===== src/hdl/pss_pkg.sv =====
// Shared types and codes for the pendulum swing-up sequencer.
package pss_pkg;

    localparam int CART_W = 24;
    localparam int PEND_W = 16;
    localparam int TIME_W = 32;
    localparam int TICK_W = 31;
    localparam int CFG_IDX_W = 8;
    localparam int CFG_DATA_W = 32;

    localparam logic [2:0] MODE_HOME_LEFT  = 3'd0;
    localparam logic [2:0] MODE_HOME_RIGHT = 3'd1;
    localparam logic [2:0] MODE_TO_GOAL    = 3'd2;
    localparam logic [2:0] MODE_WIG_LEFT   = 3'd3;
    localparam logic [2:0] MODE_WIG_RIGHT  = 3'd4;
    localparam logic [2:0] MODE_WAIT       = 3'd5;
    localparam logic [2:0] MODE_IMPULSE    = 3'd6;

    localparam logic [2:0] MOT_HOLD       = 3'd0;
    localparam logic [2:0] MOT_BRAKE      = 3'd1;
    localparam logic [2:0] MOT_LEFT_SLOW  = 3'd2;
    localparam logic [2:0] MOT_RIGHT_SLOW = 3'd3;
    localparam logic [2:0] MOT_LEFT_FAST  = 3'd4;
    localparam logic [2:0] MOT_RIGHT_FAST = 3'd5;

    localparam logic [CFG_IDX_W-1:0] REG_GOAL_TOL  = 8'd0;
    localparam logic [CFG_IDX_W-1:0] REG_WIG_INIT  = 8'd1;
    localparam logic [CFG_IDX_W-1:0] REG_WIG_INC   = 8'd2;
    localparam logic [CFG_IDX_W-1:0] REG_WIG_MAX   = 8'd3;
    localparam logic [CFG_IDX_W-1:0] REG_BRAKE     = 8'd4;
    localparam logic [CFG_IDX_W-1:0] REG_WIG_LIMIT = 8'd5;
    localparam logic [CFG_IDX_W-1:0] REG_IMPULSE   = 8'd6;
    localparam logic [CFG_IDX_W-1:0] REG_PEND_WIN  = 8'd7;

    localparam logic [15:0]       RST_GOAL_TOL  = 16'd100;
    localparam logic [TICK_W-1:0] RST_WIG_INIT  = 31'd100000;
    localparam logic [TICK_W-1:0] RST_WIG_INC   = 31'd100000;
    localparam logic [TICK_W-1:0] RST_WIG_MAX   = 31'd1000000;
    localparam logic [TICK_W-1:0] RST_BRAKE     = 31'd5000;
    localparam logic [7:0]        RST_WIG_LIMIT = 8'd6;
    localparam logic [TICK_W-1:0] RST_IMPULSE   = 31'd300000;
    localparam logic [14:0]       RST_PEND_WIN  = 15'd300;

    // ceil(2^29 / 10): exact quotient for magnitudes below 2^25
    localparam logic [25:0] RECIP_TEN = 26'd53687092;
    localparam int RECIP_SHIFT = 29;

    typedef struct packed {
        logic [15:0]       goal_tol;
        logic [TICK_W-1:0] wig_init;
        logic [TICK_W-1:0] wig_inc;
        logic [TICK_W-1:0] wig_max;
        logic [TICK_W-1:0] brake;
        logic [7:0]        wig_limit;
        logic [TICK_W-1:0] impulse;
        logic [14:0]       pend_win;
    } t_cfg;

    typedef struct packed {
        logic [CART_W-1:0] left_bound;
        logic [CART_W-1:0] right_bound;
    } t_bounds;

endpackage


===== src/hdl/pss_cfg.sv =====
// Configuration register file of the swing-up sequencer.
module pss_cfg (
    input  logic                              i_clk,
    input  logic                              i_rst_n,
    input  logic                              i_cfg_valid,
    output logic                              o_cfg_ready,
    input  logic [pss_pkg::CFG_IDX_W-1:0]     i_cfg_index,
    input  logic [pss_pkg::CFG_DATA_W-1:0]    i_cfg_data,
    output pss_pkg::t_cfg                     o_cfg
);

    pss_pkg::t_cfg r_cfg;

    assign o_cfg_ready = 1'b1;
    assign o_cfg = r_cfg;

    always_ff @(posedge i_clk) begin
        if (!i_rst_n) begin
            r_cfg.goal_tol  <= pss_pkg::RST_GOAL_TOL;
            r_cfg.wig_init  <= pss_pkg::RST_WIG_INIT;
            r_cfg.wig_inc   <= pss_pkg::RST_WIG_INC;
            r_cfg.wig_max   <= pss_pkg::RST_WIG_MAX;
            r_cfg.brake     <= pss_pkg::RST_BRAKE;
            r_cfg.wig_limit <= pss_pkg::RST_WIG_LIMIT;
            r_cfg.impulse   <= pss_pkg::RST_IMPULSE;
            r_cfg.pend_win  <= pss_pkg::RST_PEND_WIN;
        end else if (i_cfg_valid) begin
            case (i_cfg_index)
                pss_pkg::REG_GOAL_TOL:  r_cfg.goal_tol  <= i_cfg_data[15:0];
                pss_pkg::REG_WIG_INIT:  r_cfg.wig_init  <= i_cfg_data[30:0];
                pss_pkg::REG_WIG_INC:   r_cfg.wig_inc   <= i_cfg_data[30:0];
                pss_pkg::REG_WIG_MAX:   r_cfg.wig_max   <= i_cfg_data[30:0];
                pss_pkg::REG_BRAKE:     r_cfg.brake     <= i_cfg_data[30:0];
                pss_pkg::REG_WIG_LIMIT: r_cfg.wig_limit <= i_cfg_data[7:0];
                pss_pkg::REG_IMPULSE:   r_cfg.impulse   <= i_cfg_data[30:0];
                pss_pkg::REG_PEND_WIN:  r_cfg.pend_win  <= i_cfg_data[14:0];
                default: ;
            endcase
        end
    end

endmodule


===== src/hdl/pss_bounds.sv =====
// Track bounds one tenth of the wall distance in from each wall.
module pss_bounds (
    input  logic [pss_pkg::CART_W-1:0] i_left_wall,
    input  logic [pss_pkg::CART_W-1:0] i_right_wall,
    output pss_pkg::t_bounds           o_bounds
);

    logic [pss_pkg::CART_W:0]     width;
    logic [pss_pkg::CART_W:0]     mag;
    logic [50:0]                  prod;
    logic [21:0]                  quot;
    logic [pss_pkg::CART_W-1:0]   tenth;

    always_comb begin
        width = {i_right_wall[pss_pkg::CART_W-1], i_right_wall}
              - {i_left_wall[pss_pkg::CART_W-1], i_left_wall};
        mag   = width[pss_pkg::CART_W] ? (~width + 25'd1) : width;
        prod  = {26'd0, mag} * {25'd0, pss_pkg::RECIP_TEN};
        quot  = prod[pss_pkg::RECIP_SHIFT +: 22];
        // truncate toward zero: negate the magnitude quotient
        tenth = width[pss_pkg::CART_W] ? (~{2'b00, quot} + 24'd1) : {2'b00, quot};
        o_bounds.left_bound  = i_left_wall + tenth;
        o_bounds.right_bound = i_right_wall - tenth;
    end

endmodule


===== src/hdl/pendulum_swing_up_sequencer.sv =====
// Top level of the pendulum swing-up sequencer: request registers, mode logic, result register.
// A request is registered on acceptance and its result loads into the result register when it advances.
// Throughput: one request per cycle while the output is not stalled; the mode logic updates all state in the same
// cycle the result register loads, so each request sees the state left by the last.
// Reset: synchronous, active low; mode homing left, walls, goal and timing marks zero,
// wiggle duration and configuration registers at their defaults, both stages empty.
module pendulum_swing_up_sequencer (
    input  logic                                 i_clk,
    input  logic                                 i_rst_n,
    input  logic                                 i_in_valid,
    output logic                                 o_in_stall,
    input  logic [pss_pkg::TIME_W-1:0]           i_timer_now,
    input  logic                                 i_left_switch,
    input  logic                                 i_right_switch,
    input  logic signed [pss_pkg::CART_W-1:0]    i_cart_position,
    input  logic signed [pss_pkg::PEND_W-1:0]    i_pendulum_position,
    output logic                                 o_out_valid,
    input  logic                                 i_out_stall,
    output logic [2:0]                           o_mode,
    output logic [2:0]                           o_motor_command,
    output logic                                 o_bounds_valid,
    output logic signed [pss_pkg::CART_W-1:0]    o_left_bound,
    output logic signed [pss_pkg::CART_W-1:0]    o_right_bound,
    input  logic                                 i_cfg_valid,
    output logic                                 o_cfg_ready,
    input  logic [pss_pkg::CFG_IDX_W-1:0]        i_cfg_index,
    input  logic [pss_pkg::CFG_DATA_W-1:0]       i_cfg_data
);

    pss_pkg::t_cfg    cfg;
    pss_pkg::t_bounds bounds;

    logic                          r_in_vld;
    logic [pss_pkg::TIME_W-1:0]    r_in_now;
    logic                          r_in_lsw;
    logic                          r_in_rsw;
    logic [pss_pkg::CART_W-1:0]    r_in_cart;
    logic [pss_pkg::PEND_W-1:0]    r_in_pend;

    logic                          r_out_vld;
    logic [2:0]                    r_out_mode;
    logic [2:0]                    r_out_motor;
    logic                          r_out_bval;
    logic [pss_pkg::CART_W-1:0]    r_out_lb;
    logic [pss_pkg::CART_W-1:0]    r_out_rb;

    logic [2:0]                    r_mode, n_mode;
    logic [pss_pkg::CART_W-1:0]    r_left, n_left;
    logic [pss_pkg::CART_W-1:0]    r_right, n_right;
    logic [pss_pkg::CART_W-1:0]    r_goal, n_goal;
    logic [pss_pkg::TIME_W-1:0]    r_wig_start, n_wig_start;
    logic [pss_pkg::TICK_W-1:0]    r_wig_dur, n_wig_dur;
    logic [7:0]                    r_wig_done, n_wig_done;
    logic [pss_pkg::TIME_W-1:0]    r_imp_start, n_imp_start;
    logic                          r_imp_left, n_imp_left;

    logic [2:0]                    motor;
    logic                          bval;
    logic                          adv;
    logic                          in_take;

    logic [pss_pkg::CART_W:0]      goal_sum;
    logic [pss_pkg::CART_W:0]      goal_adj;
    logic [pss_pkg::CART_W:0]      goal_err;
    logic [pss_pkg::CART_W:0]      goal_dist;
    logic [pss_pkg::TIME_W-1:0]    wig_elapsed;
    logic [pss_pkg::TIME_W-1:0]    brake_end;
    logic [pss_pkg::TIME_W-1:0]    dur_sum;
    logic [pss_pkg::TIME_W-1:0]    imp_elapsed;
    logic [pss_pkg::PEND_W:0]      pend_mag;

    pss_cfg u_cfg (
        .i_clk       (i_clk),
        .i_rst_n     (i_rst_n),
        .i_cfg_valid (i_cfg_valid),
        .o_cfg_ready (o_cfg_ready),
        .i_cfg_index (i_cfg_index),
        .i_cfg_data  (i_cfg_data),
        .o_cfg       (cfg)
    );

    pss_bounds u_bounds (
        .i_left_wall  (r_left),
        .i_right_wall (r_right),
        .o_bounds     (bounds)
    );

    assign adv        = r_in_vld && (!r_out_vld || !i_out_stall);
    assign in_take    = !r_in_vld || adv;
    assign o_in_stall = !in_take;

    assign o_out_valid     = r_out_vld;
    assign o_mode          = r_out_mode;
    assign o_motor_command = r_out_motor;
    assign o_bounds_valid  = r_out_bval;
    assign o_left_bound    = r_out_lb;
    assign o_right_bound   = r_out_rb;

    always_comb begin
        goal_sum    = {r_left[pss_pkg::CART_W-1], r_left}
                    + {r_in_cart[pss_pkg::CART_W-1], r_in_cart};
        goal_adj    = goal_sum + {24'd0, goal_sum[pss_pkg::CART_W]};
        goal_err    = {r_in_cart[pss_pkg::CART_W-1], r_in_cart}
                    - {r_goal[pss_pkg::CART_W-1], r_goal};
        goal_dist   = goal_err[pss_pkg::CART_W] ? (~goal_err + 25'd1) : goal_err;
        wig_elapsed = r_in_now - r_wig_start;
        brake_end   = {1'b0, r_wig_dur} + {1'b0, cfg.brake};
        dur_sum     = {1'b0, r_wig_dur} + {1'b0, cfg.wig_inc};
        imp_elapsed = r_in_now - r_imp_start;
        pend_mag    = r_in_pend[pss_pkg::PEND_W-1]
                    ? (~{1'b1, r_in_pend} + 17'd1) : {1'b0, r_in_pend};

        n_mode      = r_mode;
        n_left      = r_left;
        n_right     = r_right;
        n_goal      = r_goal;
        n_wig_start = r_wig_start;
        n_wig_dur   = r_wig_dur;
        n_wig_done  = r_wig_done;
        n_imp_start = r_imp_start;
        n_imp_left  = r_imp_left;
        motor       = pss_pkg::MOT_HOLD;
        bval        = 1'b0;

        case (r_mode)
            pss_pkg::MODE_HOME_RIGHT: begin
                if (r_in_rsw) begin
                    n_right = r_in_cart;
                    n_goal  = goal_adj[pss_pkg::CART_W:1];
                    n_mode  = pss_pkg::MODE_TO_GOAL;
                end else begin
                    motor = pss_pkg::MOT_RIGHT_SLOW;
                end
            end
            pss_pkg::MODE_TO_GOAL: begin
                if (goal_dist <= {9'd0, cfg.goal_tol}) begin
                    bval        = 1'b1;
                    n_wig_start = r_in_now;
                    n_wig_dur   = cfg.wig_init;
                    n_mode      = pss_pkg::MODE_WIG_LEFT;
                end else if ($signed(r_in_cart) < $signed(r_goal)) begin
                    motor = pss_pkg::MOT_RIGHT_SLOW;
                end else begin
                    motor = pss_pkg::MOT_LEFT_SLOW;
                end
            end
            pss_pkg::MODE_WIG_LEFT, pss_pkg::MODE_WIG_RIGHT: begin
                if (r_wig_done >= cfg.wig_limit) begin
                    n_mode = pss_pkg::MODE_WAIT;
                end else if (wig_elapsed < {1'b0, r_wig_dur}) begin
                    motor = (r_mode == pss_pkg::MODE_WIG_LEFT)
                          ? pss_pkg::MOT_LEFT_FAST : pss_pkg::MOT_RIGHT_FAST;
                end else if (wig_elapsed < brake_end) begin
                    motor = pss_pkg::MOT_BRAKE;
                end else begin
                    n_wig_start = r_in_now;
                    if (r_mode == pss_pkg::MODE_WIG_LEFT) begin
                        n_mode = pss_pkg::MODE_WIG_RIGHT;
                    end else begin
                        if (r_wig_done != 8'hFF) begin
                            n_wig_done = r_wig_done + 8'd1;
                        end
                        n_wig_dur = (dur_sum > {1'b0, cfg.wig_max})
                                  ? cfg.wig_max : dur_sum[pss_pkg::TICK_W-1:0];
                        n_mode = pss_pkg::MODE_WIG_LEFT;
                    end
                end
            end
            pss_pkg::MODE_WAIT: begin
                motor = pss_pkg::MOT_BRAKE;
                if (pend_mag < {2'b00, cfg.pend_win}) begin
                    n_imp_start = r_in_now;
                    n_imp_left  = !r_in_pend[pss_pkg::PEND_W-1];
                    n_mode      = pss_pkg::MODE_IMPULSE;
                end
            end
            pss_pkg::MODE_IMPULSE: begin
                if (imp_elapsed > {1'b0, cfg.impulse}) begin
                    n_mode = pss_pkg::MODE_WAIT;
                end else begin
                    motor = r_imp_left ? pss_pkg::MOT_LEFT_FAST : pss_pkg::MOT_RIGHT_FAST;
                end
            end
            default: begin
                if (r_in_lsw) begin
                    n_left = r_in_cart;
                    n_mode = pss_pkg::MODE_HOME_RIGHT;
                end else begin
                    n_mode = pss_pkg::MODE_HOME_LEFT;
                    motor  = pss_pkg::MOT_LEFT_SLOW;
                end
            end
        endcase
    end

    always_ff @(posedge i_clk) begin
        if (!i_rst_n) begin
            r_in_vld    <= 1'b0;
            r_out_vld   <= 1'b0;
            r_mode      <= pss_pkg::MODE_HOME_LEFT;
            r_left      <= '0;
            r_right     <= '0;
            r_goal      <= '0;
            r_wig_start <= '0;
            r_wig_dur   <= pss_pkg::RST_WIG_INIT;
            r_wig_done  <= '0;
            r_imp_start <= '0;
            r_imp_left  <= 1'b0;
        end else begin
            if (in_take) begin
                r_in_vld <= i_in_valid;
            end
            if (adv) begin
                r_out_vld   <= 1'b1;
                r_mode      <= n_mode;
                r_left      <= n_left;
                r_right     <= n_right;
                r_goal      <= n_goal;
                r_wig_start <= n_wig_start;
                r_wig_dur   <= n_wig_dur;
                r_wig_done  <= n_wig_done;
                r_imp_start <= n_imp_start;
                r_imp_left  <= n_imp_left;
            end else if (!i_out_stall) begin
                r_out_vld <= 1'b0;
            end
        end
    end

    always_ff @(posedge i_clk) begin
        if (in_take && i_in_valid) begin
            r_in_now  <= i_timer_now;
            r_in_lsw  <= i_left_switch;
            r_in_rsw  <= i_right_switch;
            r_in_cart <= i_cart_position;
            r_in_pend <= i_pendulum_position;
        end
        if (adv) begin
            r_out_mode  <= n_mode;
            r_out_motor <= motor;
            r_out_bval  <= bval;
            r_out_lb    <= bval ? bounds.left_bound : '0;
            r_out_rb    <= bval ? bounds.right_bound : '0;
        end
    end

    a_bounds_in_wiggle: assert property (@(posedge i_clk) disable iff (!i_rst_n)
        (r_out_vld && r_out_bval) |-> (r_out_mode == pss_pkg::MODE_WIG_LEFT))
        else $error("bounds reported outside the entry into wiggling");

    a_bounds_zero: assert property (@(posedge i_clk) disable iff (!i_rst_n)
        (r_out_vld && !r_out_bval) |-> (r_out_lb == '0 && r_out_rb == '0))
        else $error("bounds not cleared while not valid");

    a_request_held: assert property (@(posedge i_clk) disable iff (!i_rst_n)
        (r_in_vld && r_out_vld && i_out_stall) |=> r_in_vld)
        else $error("buffered request dropped under stall");

    a_wiggle_count_grows: assert property (@(posedge i_clk)
        (i_rst_n && $past(i_rst_n)) |-> (r_wig_done >= $past(r_wig_done)))
        else $error("wiggle count decreased");

endmodule


===== config.mk =====
export PLATFORM = sky130hd
export DESIGN_NAME = pendulum_swing_up_sequencer
export DESIGN_NICKNAME = d
export VERILOG_FILES = /design/src/hdl/pss_pkg.sv /design/src/hdl/pss_cfg.sv /design/src/hdl/pss_bounds.sv /design/src/hdl/pendulum_swing_up_sequencer.sv
export SDC_FILE = /design/constraint.sdc
export NUM_CORES = 2
export LEC_CHECK = 0
export BUFFER_PORTS_ARGS = -buffer_cell sky130_fd_sc_hd__buf_2
export CORE_ASPECT_RATIO = 1.5
export CORE_MARGIN = 5
export CORE_UTILIZATION = 48
export DETAILED_ROUTE_END_ITERATION = 10
export GPL_TIMING_DRIVEN = 1
export PLACE_DENSITY_LB_ADDON = 0.1
export SYNTH_ARGS = -nofsm -noshare
export SYNTH_HDL_FRONTEND = slang
export SYNTH_HIERARCHICAL = 1
export SYNTH_SLANG_ARGS = --single-unit

===== constraint.sdc =====
create_clock -name i_clk -period 14.26 [get_ports i_clk]
set_clock_uncertainty 0.15 [all_clocks]
set_input_delay 0 -clock i_clk [delete_from_list [all_inputs] [get_ports i_clk]]
set_output_delay 0 -clock i_clk [all_outputs]
set_load 0.01 [all_outputs]

After elaboration in Yosys (flattened, before gate mapping)
Index checks and enable logic that the tools add are counted. Widths: inputs -> output; s select.

Word-level logic and storage cells: 150. Input bits: 119. Flip-flop bits (word level): 504. Output and inout bits: 58.

Equality and inequality tests: 20. Add/sub/neg operators: 15. Magnitude comparators: 8. Muxes and demuxes: 41. Bitwise logic cells: 9. $mul: 1. Reductions and logical operators: 27.

Operators with widths (count): $mux 31 (6); $mux 32 (4); $add 31x31->32 (2); $gt 32x31->1 (2); $pmux 32 s2 (1); $sub 32x32->32 (2); $pmux 31 s2 (1); $add 25x1->25 const B (2); $mux 25 (2); $not 25->25 (2); $sub 24x24->25 (2); $mul 25x24->49 const B (1); $mux 3 (11); $eq 8x3->1 const B (4); $lt 32x31->1 (1); $lt 32x32->1 (1); $pmux 3 s5 (2); $add 24x24->25 (1); $add 25x1->25 (1); $le 25x16->1 (1); $add 24x1->24 const B (1); $add 24x24->24 (1); $lt 24x24->1 (1); $mux 24 (1); other kinds (30) (68).

Longest topological paths before layout
Word-level depth: 9. Gate-level depth with buffers: 57.

Modules after synthesis
Netlist, hierarchy kept.

By module, submodules not included: pendulum_swing_up_sequencer (times used 1, seq. area each 7497.2 µm², cells each 3082, area each 25819.8 µm²); pss_bounds (times used 1, seq. area each 0.0 µm², cells each 1914, area each 16339.4 µm²); pss_cfg (times used 1, seq. area each 3883.7 µm², cells each 696, area each 7267.0 µm²).

Worst setup path after synthesis
No wires, ideal clock.

Path kind: reg-to-reg. Start point: register r_right[0] (netlist bit). End point: register r_out_rb (netlist bit o_right_bound[23]) (data pin). Setup time: 0.255 ns. Arrival: 12.326 ns. Stages on the path, launching flop included: 53. Setup slack: 1.529 ns. Cell sequence: dfxtp_1 > inv_1 > ha_1 > fa_1 > nor2b_4 > o31ai_4 > a31oi_1 > o31a_1 > buf_2 > xnor2_1 > nand2_1 > or3_1 > or4_1 > a2111oi_0 > a31oi_1 > xor2_1 > ha_1 > fa_1 > [... 17 more ...] > nand3_1 > o21ai_0 > xnor2_1 > inv_1 > ha_1 > or2_2 > o31ai_1 > a31oi_1 > a21oi_1 > a211oi_1 > o31a_1 > a211o_1 > a21o_1 > a21o_1 > a21o_1 > a21oi_1 > xor3_1 > and2_1.

RTL lines: start, declared (line pendulum_swing_up_sequencer.sv:49) `logic [pss_pkg::CART_W-1:0] r_right, n_right;`; start signal, assigned (line pendulum_swing_up_sequencer.sv:217) `r_right <= n_right;`; end signal, assigned (line pendulum_swing_up_sequencer.sv:243) `r_out_rb <= bval ? bounds.right_bound : '0;`; end, declared (line pendulum_swing_up_sequencer.sv:45) `logic [pss_pkg::CART_W-1:0] r_out_rb;`.

==> metrics <==
Worst-path clk slew ~0.060 ns; HP Class in -> reg; Syn Nets 6725; Main synth FF type dfxtp_1; Die W ~270 um; Crit path required time ~15 ns; crit path max fanout 8; Slew Limit Fails 0; Slew HR between 15 and 20%; global route overflow 0; Fin Setup TNS 0 ns; cts bufs inserted 55; layout cells sized above 1 under 10%; Top Ports around 180; Distinct cells, synth 110; DRT iter0 DRCs just over 2000; Top Metal Used met5; reg2reg end o_right_bound[23]$_SDFFCE_PN0P_; synthesized area 0.0494 mm2; Reg-to-Reg Start r_right[0]$_SDFFE_PN0P_; Crit path largest cell delay 0.56 ns; commonest non-fill, non-tap cell in the layout inv_1; M1 WL roughly 58000 um; RSZ-0062 raised after global routing false; wire length per cell between 15 and 20 um; kind of critical path reg -> reg; end of the critical path o_right_bound[23]$_SDFFCE_PN0P_; final worst path period need 13.71 ns; gr usage total approximately a quarter; Worst EP arrival 13.95 ns; EDFF count, synth about 130; Die Area 0.110 mm2; wire length of the first global-routing pass between 200000 and 250000 um; initial core utilization a little under 50%; worst-margin pin slew 1.26 ns; CTS root buf clkbuf_16; post-synth top area cell ha_1; Final Setup Violations 0; Final Util a little over half; Max Cap Violations 0; H-tree Lvls 2; CTS sink cnt between 500 and 600; final WL 147000 um; CTS tree built; most used cell along the critical path inv_1; latest clock arrival within the worst-skew pair about 0.64 ns; DR WL met2 76300 um; Max clock buf depth 3; P&R area growth vs syn 13.8%; most frequent cells in the layout 698 x inv_1, 680 x nand2_1, 673 x ha_1; routed via count about 42000; vias per cell roughly 5.6; routed wl met3 approximately 5400 um; chip height 403 um; Worst setup SP type flip-flop; # DRC 0; total number of yosys warnings 6; DRT Pass-1 Iters 6; post-synthesis sequential area ratio between 20 and 25%; vias in the first global route between 40000 and 50000; initial antenna violation count 5; Seq cells post-synth around 500; synthesized area per cell about 8.7 um2; IO Port Bufs ~170; FFs w/ async S/R, synth 0%; R2R cell count 55; Fmax achieved 72.9 MHz; CP max-delay cell fa_1; Synth area leaders ha_1 17%, dfxtp_1 15%, fa_1 9.8%; Fin. Hold Viols 0; Crit. Startpoint r_right[0]$_SDFFE_PN0P_; Final ANT Viol Nets 0; RePlAce Congestion approximately 0.94; pin count of the biggest net entering global routing 126; top cell type's share of synthesized area roughly 17%; status complete, no violations; Layout Nets a little over 7000; DP HPWL around 120000 um; crit end category flip-flop; Post-Syn Instances roughly 5700; Cell Rows roughly 140; R2R Setup Slk 0.55 ns; post-route clock period utilization 96.1%; CORE AREA between 0.1 and 0.15 mm2
==> Yosys cell counts, drive strengths merged, types with 11 or more instances <==
cell       n
and4      11
nand3     96
a211oi    50
o31ai     28
buf       37
or4       16
nand3b    11
clkbuf   130
o21ai    162
mux2      11
a2111oi   22
nor4      38
a21oi    389
a211o     16
and3      46
ha       673
o21a      50
nand2b    45
edfxtp   129
nor2     241
o41ai     13
o211ai    58
a31oi     48
nor3      92
o2111ai   12
xor2     108
o21bai    37
nand4     60
nor2b    105
xnor2    208
a21o     149
inv      700
nand2    681
mux2i    280
o311ai    11
dfxtp    375
or2       28
fa       241
and2      88
or3       39
==> worst max-delay path: cells and delay by family (launching register included) <==
family / cells / cell delay, ns
AOI/OAI and AO/OA: 18 / 4.05
and+or+nand+nor: 11 / 2.38
xor gates and xnor gates: 4 / 0.82
adders and majority gates: 12 / 4.66
DFF: 1 / 0.33
buffers and inverters: 10 / 1.05
==> cell families after synthesis <==
| logic type | share of synthesized area (%) |
|---|---|
| AOI/OAI and AO/OA | 15.7 |
| xor gates and xnor gates | 5.69 |
| adders and majority gates | 26.8 |
| buffers and inverters | 6.81 |
| DFF | 23.0 |
| muxes | 5.97 |
| other | 0.00759 |
| and+or+nand+nor | 16.0 |
==> worst min-delay path by stage <==
stage                                        end          startpoint  slack (ns)  cells after the start
global placement          r_in_now[18]$_DFFE_PP_     i_timer_now[18]        0.03                      1
floorplan                 r_in_cart[0]$_DFFE_PP_  i_cart_position[0]       -0.05                      0
global route              r_in_now[31]$_DFFE_PP_     i_timer_now[31]        0.05                      2
CTS                 u_cfg/o_cfg[85]$_SDFFE_PN0P_      i_cfg_index[7]        0.01                      5
finish              u_cfg/o_cfg[85]$_SDFFE_PN0P_      i_cfg_index[7]        0.07                      5
detailed placement         r_in_now[7]$_DFFE_PP_      i_timer_now[7]        0.03                      1
==> per-stage QoR <==
step | setup slack (ns) | area, um2 | instances | hold slack (ns)
2_1_floorplan | 1.53 | 49400 | 5692 | -0.0511
3_3_place_gp | 0.599 | 52300 | 7146 | 0.0261
3_5_place_dp | 0.430 | 52300 | 7146 | 0.0282
4_1_cts | 0.382 | 56200 | 7451 | 0.0142
5_1_grt | 0.00745 | 56300 | 7452 | 0.0471
6_report | 0.549 | 56300 | 7456 | 0.0736
==> area by class of cell <==
cell class / count / area (um2)
multi-input cells: 4321 / 34800
fillers: 9657 / 46300
clock inverters: 26 / 263
well taps: 1314 / 1640
inverters: 700 / 2630
diodes: 5 / 12.5
clock buffers: 78 / 1630
repair buffers: 508 / 3890
flip-flops and latches: 504 / 11400
==> flip-flops by register name (all words and copies together), names as in the netlist, 3 cells and up <==
signal and cells:
r_mode 3, r_in_pend 16, o_motor_command 3, r_wig_done 8, u_cfg/o_cfg 194, o_left_bound 24
r_imp_start 32, r_in_now 32, o_mode 3, r_wig_start 32, r_in_cart 24, o_right_bound 24
r_wig_dur 31, r_right 24, r_goal 24, r_left 24
==> per-layer routing <==
layer	GRT usage, %	vias to the layer above
met5	0	-
met4	10.5	4
met3	2.46	266
met2	49.8	884
met1	29.5	19900
li1	-	20600
==> what timing repair did <==
| action | CTS | global route |
|---|---|---|
| buffers inserted | 0 | 0 |
| endpoints found under the setup margin | 0 | 14 |
| endpoints found under the hold margin | 321 | 0 |
| hold buffers | 201 | 0 |
| gates resized for setup | 0 | 15 |
Power is not shown: default switching activity piles up to over one toggle a cycle in this logic, so the estimate is an artifact.
